<file path="src/target_in_view_detector_macros.svh">
// ----------------------------------------------------------------------------
// Target in view detector assertion macros
// Shared property forms for the concurrent checks of the detector.
// ----------------------------------------------------------------------------
`ifndef TARGET_IN_VIEW_DETECTOR_MACROS_SVH
`define TARGET_IN_VIEW_DETECTOR_MACROS_SVH

// The consequent must hold in the same cycle as the antecedent.
`define TVD_ASSERT_SAME(label, ante, cons, msg) \
    label: assert property (@(posedge clk) disable iff (!rst_n) (ante) |-> (cons)) \
        else $error(msg);

// The consequent must hold in the cycle after the antecedent.
`define TVD_ASSERT_NEXT(label, ante, cons, msg) \
    label: assert property (@(posedge clk) disable iff (!rst_n) (ante) |=> (cons)) \
        else $error(msg);

`endif

</file>
<file path="src/tvd_pkg.sv">
// ----------------------------------------------------------------------------
// Target in view detector package
// Shared constants, command and status types, and the arctangent table.
// ----------------------------------------------------------------------------
package tvd_pkg;

    localparam int CORDIC_STEPS = 16;
    localparam int STEP_W = 5;
    localparam int DW = 45;
    localparam int ZW = 34;
    localparam logic signed [24:0] GAIN_Q24 = 25'sd10188014;
    localparam logic [15:0] GAIN_Q16 = 16'd39797;

    localparam logic [2:0] REG_GOAL_X = 3'd0;
    localparam logic [2:0] REG_GOAL_Y = 3'd1;
    localparam logic [2:0] REG_MIN_RANGE = 3'd2;
    localparam logic [2:0] REG_MAX_RANGE = 3'd3;
    localparam logic [2:0] REG_HALF_VIEW = 3'd4;

    typedef enum logic [3:0] {
        OP_NONE,
        OP_CAPTURE,
        OP_QMUL,
        OP_PVINIT,
        OP_VSTEP,
        OP_PSTORE,
        OP_MULX,
        OP_MULY,
        OP_RINIT,
        OP_RSTEP,
        OP_TVINIT,
        OP_DLO,
        OP_DHI,
        OP_LOAD
    } op_t;

    typedef struct packed {
        op_t              op;
        logic [STEP_W-1:0] step;
    } cmd_t;

    typedef struct packed {
        logic func;
        logic pose_valid;
        logic out_full;
    } status_t;

    function automatic logic [31:0] atan_val(input logic [STEP_W-1:0] i);
        logic [31:0] r;
        case (i)
            5'd0: r = 32'h20000000;
            5'd1: r = 32'h12E4051E;
            5'd2: r = 32'h09FB385B;
            5'd3: r = 32'h051111D4;
            5'd4: r = 32'h028B0D43;
            5'd5: r = 32'h0145D7E1;
            5'd6: r = 32'h00A2F61E;
            5'd7: r = 32'h00517C55;
            5'd8: r = 32'h0028BE53;
            5'd9: r = 32'h00145F2F;
            5'd10: r = 32'h000A2F98;
            5'd11: r = 32'h000517CC;
            5'd12: r = 32'h00028BE6;
            5'd13: r = 32'h000145F3;
            5'd14: r = 32'h0000A2FA;
            5'd15: r = 32'h0000517D;
            5'd16: r = 32'h000028BE;
            5'd17: r = 32'h0000145F;
            5'd18: r = 32'h00000A30;
            5'd19: r = 32'h00000518;
            5'd20: r = 32'h0000028C;
            5'd21: r = 32'h00000146;
            5'd22: r = 32'h000000A3;
            5'd23: r = 32'h00000051;
            default: r = 32'h00000000;
        endcase
        return r;
    endfunction

endpackage

</file>
<file path="src/tvd_ctrl.sv">
// ----------------------------------------------------------------------------
// Target in view detector controller
// Sequences the quaternion products, the CORDIC steps and the result load.
// ----------------------------------------------------------------------------
module tvd_ctrl
    import tvd_pkg::*;
(
    input  logic    clk,
    input  logic    rst_n,
    input  logic    in_valid,
    output logic    in_ready,
    input  status_t status,
    output cmd_t    cmd
);

    typedef enum logic [3:0] {
        S_IDLE,
        S_DISPATCH,
        S_QMUL,
        S_PVINIT,
        S_PVSTEP,
        S_PSTORE,
        S_TMULX,
        S_TMULY,
        S_RINIT,
        S_RSTEP,
        S_TVINIT,
        S_TVSTEP,
        S_DLO,
        S_DHI,
        S_DONE
    } state_t;

    localparam logic [STEP_W-1:0] LAST = STEP_W'(CORDIC_STEPS - 1);
    localparam logic [STEP_W-1:0] QLAST = STEP_W'(3);

    state_t state_reg;
    logic [STEP_W-1:0] cnt_reg;

    assign in_ready = (state_reg == S_IDLE);

    always_comb
    begin
        cmd.step = cnt_reg;
        case (state_reg)
            S_IDLE:   cmd.op = in_valid ? OP_CAPTURE : OP_NONE;
            S_QMUL:   cmd.op = OP_QMUL;
            S_PVINIT: cmd.op = OP_PVINIT;
            S_PVSTEP: cmd.op = OP_VSTEP;
            S_PSTORE: cmd.op = OP_PSTORE;
            S_TMULX:  cmd.op = OP_MULX;
            S_TMULY:  cmd.op = OP_MULY;
            S_RINIT:  cmd.op = OP_RINIT;
            S_RSTEP:  cmd.op = OP_RSTEP;
            S_TVINIT: cmd.op = OP_TVINIT;
            S_TVSTEP: cmd.op = OP_VSTEP;
            S_DLO:    cmd.op = OP_DLO;
            S_DHI:    cmd.op = OP_DHI;
            S_DONE:   cmd.op = status.out_full ? OP_NONE : OP_LOAD;
            default:  cmd.op = OP_NONE;
        endcase
    end

    always_ff @(posedge clk or negedge rst_n)
    begin
        if (!rst_n)
        begin
            state_reg <= S_IDLE;
            cnt_reg <= '0;
        end
        else
        begin
            case (state_reg)
                S_IDLE:
                begin
                    if (in_valid)
                    begin
                        state_reg <= S_DISPATCH;
                    end
                end
                S_DISPATCH:
                begin
                    cnt_reg <= '0;
                    if (!status.func)
                    begin
                        state_reg <= S_QMUL;
                    end
                    else if (status.pose_valid)
                    begin
                        state_reg <= S_TMULX;
                    end
                    else
                    begin
                        state_reg <= S_DONE;
                    end
                end
                S_QMUL:
                begin
                    if (cnt_reg == QLAST)
                    begin
                        cnt_reg <= '0;
                        state_reg <= S_PVINIT;
                    end
                    else
                    begin
                        cnt_reg <= cnt_reg + 1'b1;
                    end
                end
                S_PVINIT: state_reg <= S_PVSTEP;
                S_PVSTEP:
                begin
                    if (cnt_reg == LAST)
                    begin
                        cnt_reg <= '0;
                        state_reg <= S_PSTORE;
                    end
                    else
                    begin
                        cnt_reg <= cnt_reg + 1'b1;
                    end
                end
                S_PSTORE: state_reg <= S_IDLE;
                S_TMULX:  state_reg <= S_TMULY;
                S_TMULY:  state_reg <= S_RINIT;
                S_RINIT:  state_reg <= S_RSTEP;
                S_RSTEP:
                begin
                    if (cnt_reg == LAST)
                    begin
                        cnt_reg <= '0;
                        state_reg <= S_TVINIT;
                    end
                    else
                    begin
                        cnt_reg <= cnt_reg + 1'b1;
                    end
                end
                S_TVINIT: state_reg <= S_TVSTEP;
                S_TVSTEP:
                begin
                    if (cnt_reg == LAST)
                    begin
                        cnt_reg <= '0;
                        state_reg <= S_DLO;
                    end
                    else
                    begin
                        cnt_reg <= cnt_reg + 1'b1;
                    end
                end
                S_DLO: state_reg <= S_DHI;
                S_DHI: state_reg <= S_DONE;
                S_DONE:
                begin
                    if (!status.out_full)
                    begin
                        state_reg <= S_IDLE;
                    end
                end
                default: state_reg <= S_IDLE;
            endcase
        end
    end

endmodule

</file>
<file path="config.mk">
export PLATFORM = sky130hd
export DESIGN_NAME = tvd_ctrl
export DESIGN_NICKNAME = d
export VERILOG_FILES = /design/src/target_in_view_detector_macros.svh /design/src/tvd_pkg.sv /design/src/tvd_ctrl.sv
export SDC_FILE = /design/constraint.sdc
export NUM_CORES = 1
export LEC_CHECK = 0
export ABC_AREA = 1
export BUFFER_PORTS_ARGS = -buffer_cell sky130_fd_sc_hd__buf_2
export CORE_AREA = 2 2 41 50
export DETAILED_ROUTE_END_ITERATION = 12
export DIE_AREA = 0 0 43 52
export PLACE_DENSITY = 0.75
export SLEW_MARGIN = 20
export SYNTH_ARGS = -nofsm -noshare
export SYNTH_HDL_FRONTEND = slang
export SYNTH_SLANG_ARGS = --single-unit
</file>
<file path="constraint.sdc">
create_clock -name clk -period 1.24 [get_ports clk]
set_input_delay 0 -clock clk [delete_from_list [all_inputs] [get_ports clk]]
set_output_delay 0 -clock clk [all_outputs]
set_load 0.02 [all_outputs]
</file>
==> impl_metrics.env, run 1 <==
export IMPL_worstPathCellList="clkinv_2, buf_4, o21ai_1, a21oi_1, buf_4"
export IMPL_peakVddDrop_mv=1.623
export IMPL_final_layout_size_suffix_gt1_share_pct=50.34
export IMPL_clkTransAtPathRegs_ns=0.07
export IMPL_arrival_ns=1.40
export IMPL_startpoint_type="flop"
export IMPL_status="finished, violations left"
export IMPL_finalSetupViolCount=13
export IMPL_area_growth_pct=46.76
export IMPL_worst_pin_slew_ns=0.2562
export IMPL_end_kind="primary output"
export IMPL_syn_nets=120
export IMPL_vias=903
export IMPL_first_iter_violations=18
export IMPL_drv_cap=0
export IMPL_grt_start_max_net_pins=10
export IMPL_dieArea_um2=2236
export IMPL_ff2ff_setup_slack_ns=-0.14
export IMPL_fin_crit_sh_pct=113.0
export IMPL_cts_tree="yes"
export IMPL_antenna_found_initial=0
export IMPL_viasPerCell=5.440
export IMPL_total_power_mw=3.304
export IMPL_min_delay_start="status[1]"
export IMPL_io_pins=16
export IMPL_final_common_cell="nand2_1"
export IMPL_overflow=0
export IMPL_drt_pass1_iterations=4
export IMPL_setup_ws_ns=-0.1614
export IMPL_critPathMaxStageDelay_ns=0.52
export IMPL_drcViolationCount=0
export IMPL_ys_flop_type="dfrtp_1"
export IMPL_route_antenna_remaining_nets=0
export IMPL_crit_type="reg2out"
export IMPL_final_cell_mix="nand2_1 (30), buf_4 (19), buf_2 (10)"
export IMPL_ys_ff_latch=9
export IMPL_p_leak_nw=0.5608
export IMPL_synthesis_area_um2=773.2
export IMPL_drv_slew=0
export IMPL_p_per_area_nw_per_um2=2911
export IMPL_worstHoldPathType="in2reg"
export IMPL_cp_required_ns=1.24
export IMPL_grt_pass1_wl_um=3774
export IMPL_port_buffers=15
export IMPL_die_width_um=43
export IMPL_rsz0062_at_grt="true"
export IMPL_cts_buffer_depth=2
export IMPL_hold_end="state_reg[3]"
export IMPL_yosys_warnings=0
export IMPL_period_needed_ns=1.401
export IMPL_gp_congestion=0.9014
export IMPL_cpMostUsedCell="buf_4"
export IMPL_clock_latency_ns=0.26
export IMPL_r2r_start="state_reg[3]"
export IMPL_row_count=17
export IMPL_chipHeight_um=52
export IMPL_yosysUniqueCellTypes=27
export IMPL_cts_root_buf="clkbuf_4"
export IMPL_diodes=0
export IMPL_path_buf_inv=3
export IMPL_crit_slowest_cell="dfrtp_2"
export IMPL_dp_hpwl_um=1547
export IMPL_whs_path_depth=4
export IMPL_relSlewSlack_pct=82.92
export IMPL_synth_edf_count=0
export IMPL_start_util_pct=43.28
export IMPL_fillers=149
export IMPL_path_delay_family="flip-flops"
export IMPL_largest_reg_flops=5
export IMPL_hold_viol=0
export IMPL_htreeDepth=1
export IMPL_track_usage_pct=22.06
export IMPL_fin_nets=156
export IMPL_synth_cells=112
export IMPL_r2r_cells=9
export IMPL_fmaxAchievable_ghz=0.7136
export IMPL_holdWs_ns=0.02268
export IMPL_seq_area_frac_synth_pct=29.13
export IMPL_r2r_end="state_reg[2]"
export IMPL_fin_skew_ns=0.0005206
export IMPL_syn_area_per_cell_um2=6.904
export IMPL_async_reset_ff_share_pct=100.0
export IMPL_cts_sinks=9
export IMPL_violations="setup timing"
export IMPL_wl_per_cell_um=13.07
export IMPL_critPathMaxFanout=8
export IMPL_grt_pass1_vias=877
export IMPL_cts_buffers=3
export IMPL_routed_wl_um=2169
export IMPL_core_area_um2=1787
-- final cells by class --
cell class | instances | area, um2 | share of cell area, %
Sequential cell | 9 | 232.7 | 20.51
Inverter | 17 | 72.57 | 6.395
Clock buffer | 4 | 26.28 | 2.315
Timing Repair Buffer | 32 | 225.2 | 19.85
Tap cell | 19 | 23.77 | 2.095
Multi-Input combinational cell | 85 | 554.3 | 48.84
-- metrics by stage --
step	instance area (um2)	setup WS, ns	instances	util [%]	setup TNS, ns
floorplan	795.8	-0.0006457	112	-	-0.0006457
global placement	947.2	-0.06812	153	53.01	-0.3913
detailed placement	947.2	-0.07313	153	53.01	-0.4677
CTS	1114	-0.1139	165	62.32	-1.120
global route	1135	-0.2258	166	63.52	-2.233
finish	1135	-0.1614	166	63.52	-1.467
-- logic make-up (layout without fill, tap and decap cells) --
| family | count (synthesis) | in the layout | synth area share (%) |
|---|---|---|---|
| compound gates | 16 | 16 | 11.49 |
| flops | 9 | 9 | 29.13 |
| xor+xnor | 1 | 1 | 1.133 |
| simple gates | 66 | 66 | 45.63 |
| fa+ha+maj | 2 | 2 | 3.236 |
| buf+inv | 18 | 53 | 9.385 |
-- worst max-delay path by stage --
stage / from / endpoint / slack [ns] / cells after the start
floorplan: cnt_reg[1] / state_reg[3] / -0.0006 / 9
global placement: state_reg[0] / cnt_reg[0] / -0.07 / 6
detailed placement: state_reg[0] / cnt_reg[0] / -0.07 / 6
CTS: state_reg[3] / cmd[5] / -0.11 / 5
global route: state_reg[3] / cmd[6] / -0.23 / 6
finish: state_reg[0] / cmd[6] / -0.16 / 5
-- power breakdown --
| group | switching (mW) | internal (mW) | leakage (nW) |
|---|---|---|---|
| sequential | 0.248 | 0.435 | 0.109 |
| combinational | 1.35 | 1.04 | 0.437 |
| clock | 0.113 | 0.124 | 0.0150 |
| total | 1.71 | 1.60 | 0.561 |
-- timing repair --
item | CTS | global route
endpoints found under the hold margin | 9 | 0
pin swaps | 11 | 7
setup buffers | 7 | 1
hold buffers | 1 | 0
endpoints found under the setup margin | 14 | 14
gates resized for setup | 26 | 6
-- per-layer routing --
metal	vias up	wire length [um]	global-route usage, %
li1	438	-	-
met1	436	840	24.26
met2	23	1224	42.17
met3	6	74	3.819
met4	0	30	7.071
met5	-	0	0
-- tightest hold or removal path, cell delays in order --
cell     delay (ns)
buf_2          0.07
o21ai_0        0.08
nand2_1        0.06
nand2_1        0.04
-- cells in the mapped netlist (3+ instances only) --
cell type / count / area (um2)
nand2_1: 33 / 123.9
nor2_2: 4 / 25.02
inv_2: 5 / 18.77
nand3_1: 9 / 45.04
inv_1: 10 / 37.54
dfrtp_1: 9 / 225.2
nor2_1: 5 / 18.77
nand4_1: 4 / 25.02
o21ai_0: 3 / 15.01
o21ai_1: 7 / 35.03
No activity file was read; power rests on OpenSTA's default activity.
==> run 2, diff against run 1 <==
CORE_AREA = 2 2 40 49   (was 2 2 41 50)
CTS_BUF_LIST = sky130_fd_sc_hd__clkbuf_4   (was not set)
DIE_AREA = 0 0 42 51   (was 0 0 43 52)
PLACE_DENSITY = 0.78   (was 0.75)
==> impl_metrics.env, run 2 (synthesis results as in run 1) <==
export IMPL_dieArea_um2=2142
export IMPL_io_pins=16
export IMPL_arrival_ns=1.41
export IMPL_grt_pass1_wl_um=3394
export IMPL_r2r_start="state_reg[0]"
export IMPL_period_needed_ns=1.408
export IMPL_cp_required_ns=1.24
export IMPL_p_leak_nw=0.5548
export IMPL_track_usage_pct=20.83
export IMPL_worstHoldPathType="in2reg"
export IMPL_fin_nets=154
export IMPL_grt_start_max_net_pins=10
export IMPL_hold_viol=0
export IMPL_relSlewSlack_pct=79.41
export IMPL_fin_skew_ns=0.008000
export IMPL_antenna_found_initial=0
export IMPL_met1Wirelength_um=804
export IMPL_final_cell_mix="nand2_1 (28), buf_4 (16), buf_2 (11)"
export IMPL_fmaxAchievable_ghz=0.7100
export IMPL_whs_path_depth=4
export IMPL_drcViolationCount=0
export IMPL_finalSetupViolCount=14
export IMPL_largest_reg_flops=5
export IMPL_total_power_mw=3.256
export IMPL_grt_pass1_vias=810
export IMPL_vias=875
export IMPL_clock_latency_ns=0.27
export IMPL_wl_per_cell_um=12.53
export IMPL_first_iter_violations=18
export IMPL_hold_end="state_reg[3]"
export IMPL_critPathMaxFanout=8
export IMPL_peakVddDrop_mv=1.690
export IMPL_core_area_um2=1723
export IMPL_dp_cells=152
export IMPL_met2_length_um=1065
export IMPL_worst_pin_slew_ns=0.3056
export IMPL_fillers=130
export IMPL_gp_congestion=0.8779
export IMPL_overflow=0
export IMPL_startpoint_type="flop"
export IMPL_setup_ws_ns=-0.1684
export IMPL_r2r_end="state_reg[3]"
export IMPL_fin_crit_sh_pct=113.6
export IMPL_min_delay_start="status[1]"
export IMPL_cts_sinks=9
export IMPL_cts_buffer_depth=2
export IMPL_drv_cap=0
export IMPL_cts_buffers=3
export IMPL_port_buffers=15
export IMPL_area_growth_pct=43.04
export IMPL_violations="setup timing"
export IMPL_viasPerCell=5.335
export IMPL_rsz0062_at_grt="true"
export IMPL_r2r_cells=9
export IMPL_end_kind="primary output"
export IMPL_fin_util_pct=64.20
export IMPL_cts_root_buf="clkbuf_4"
export IMPL_drt_pass1_iterations=4
export IMPL_dp_hpwl_um=1458
export IMPL_wl_met3_um=109
export IMPL_drv_slew=0
export IMPL_clkTransAtPathRegs_ns=0.07
export IMPL_ff2ff_setup_slack_ns=-0.14
export IMPL_row_count=17
export IMPL_final_cells=164
export IMPL_cts_tree="yes"
export IMPL_route_antenna_remaining_nets=0
export IMPL_status="finished, violations left"
export IMPL_p_per_area_nw_per_um2=2944
export IMPL_crit_type="reg2out"
export IMPL_chipHeight_um=51
export IMPL_final_layout_size_suffix_gt1_share_pct=47.59
export IMPL_routed_wl_um=2055
export IMPL_start_util_pct=44.88
export IMPL_die_width_um=42
export IMPL_final_common_cell="nand2_1"
export IMPL_dp_slack_ns=-0.05952
export IMPL_diodes=0
export IMPL_htreeDepth=1
export IMPL_highest_layer="met4"
## run 2: final cells by class
| class | count | area [um2] | area share (%) |
|---|---|---|---|
| Tap cell | 19 | 23.77 | 2.149 |
| Inverter | 17 | 67.56 | 6.109 |
| Multi-Input combinational cell | 85 | 544.3 | 49.21 |
| Sequential cell | 9 | 232.7 | 21.04 |
| Clock buffer | 4 | 30.03 | 2.715 |
| Timing Repair Buffer | 30 | 207.7 | 18.78 |
## run 2: per-stage QoR
step	hold slack, ns	setup TNS, ns	area (um2)
floorplan	-0.2956	-0.0006457	795.8
CTS	0.02854	-0.8956	1067
detailed placement	-0.1386	-0.4179	939.7
finish	0.03817	-1.343	1106
global placement	-0.1433	-0.2829	939.7
global route	0.06596	-2.346	1106
## run 2: worst max path at each step
stage / from / to / slack, ns
after floorplan: cnt_reg[1] / state_reg[3] / -0.0006
after global placement: state_reg[2] / cnt_reg[0] / -0.07
after detailed placement: state_reg[0] / cnt_reg[0] / -0.06
after CTS: state_reg[0] / cmd[7] / -0.13
after global routing: state_reg[0] / cmd[5] / -0.25
final: state_reg[0] / cmd[5] / -0.17
## run 2: critical path: stages, from the launching register on
cell,delay [ns]
dfrtp_2,0.50
nor2_4,0.15
buf_6,0.12
nand2_2,0.05
inv_2,0.06
nand2_2,0.04
nand4_1,0.08
buf_4,0.14
## run 2: report_power, final
part	internal (mW)	switching (mW)
combinational	0.986	1.35
sequential	0.436	0.228
clock	0.146	0.114
## run 2: timing repair
action,in CTS,in global routing
endpoints found under the hold margin,9,0
endpoints found under the setup margin,14,14
gates resized for setup,18,8
hold buffers,1,0
pin swaps,5,2
setup buffers,5,2
## run 2: per-layer routing
| layer | up-vias | GRT usage [%] |
|---|---|---|
| met5 | - | 0 |
| met4 | 0 | 11.29 |
| met3 | 6 | 4.594 |
| met2 | 34 | 36.72 |
| met1 | 402 | 23.03 |
| li1 | 433 | - |
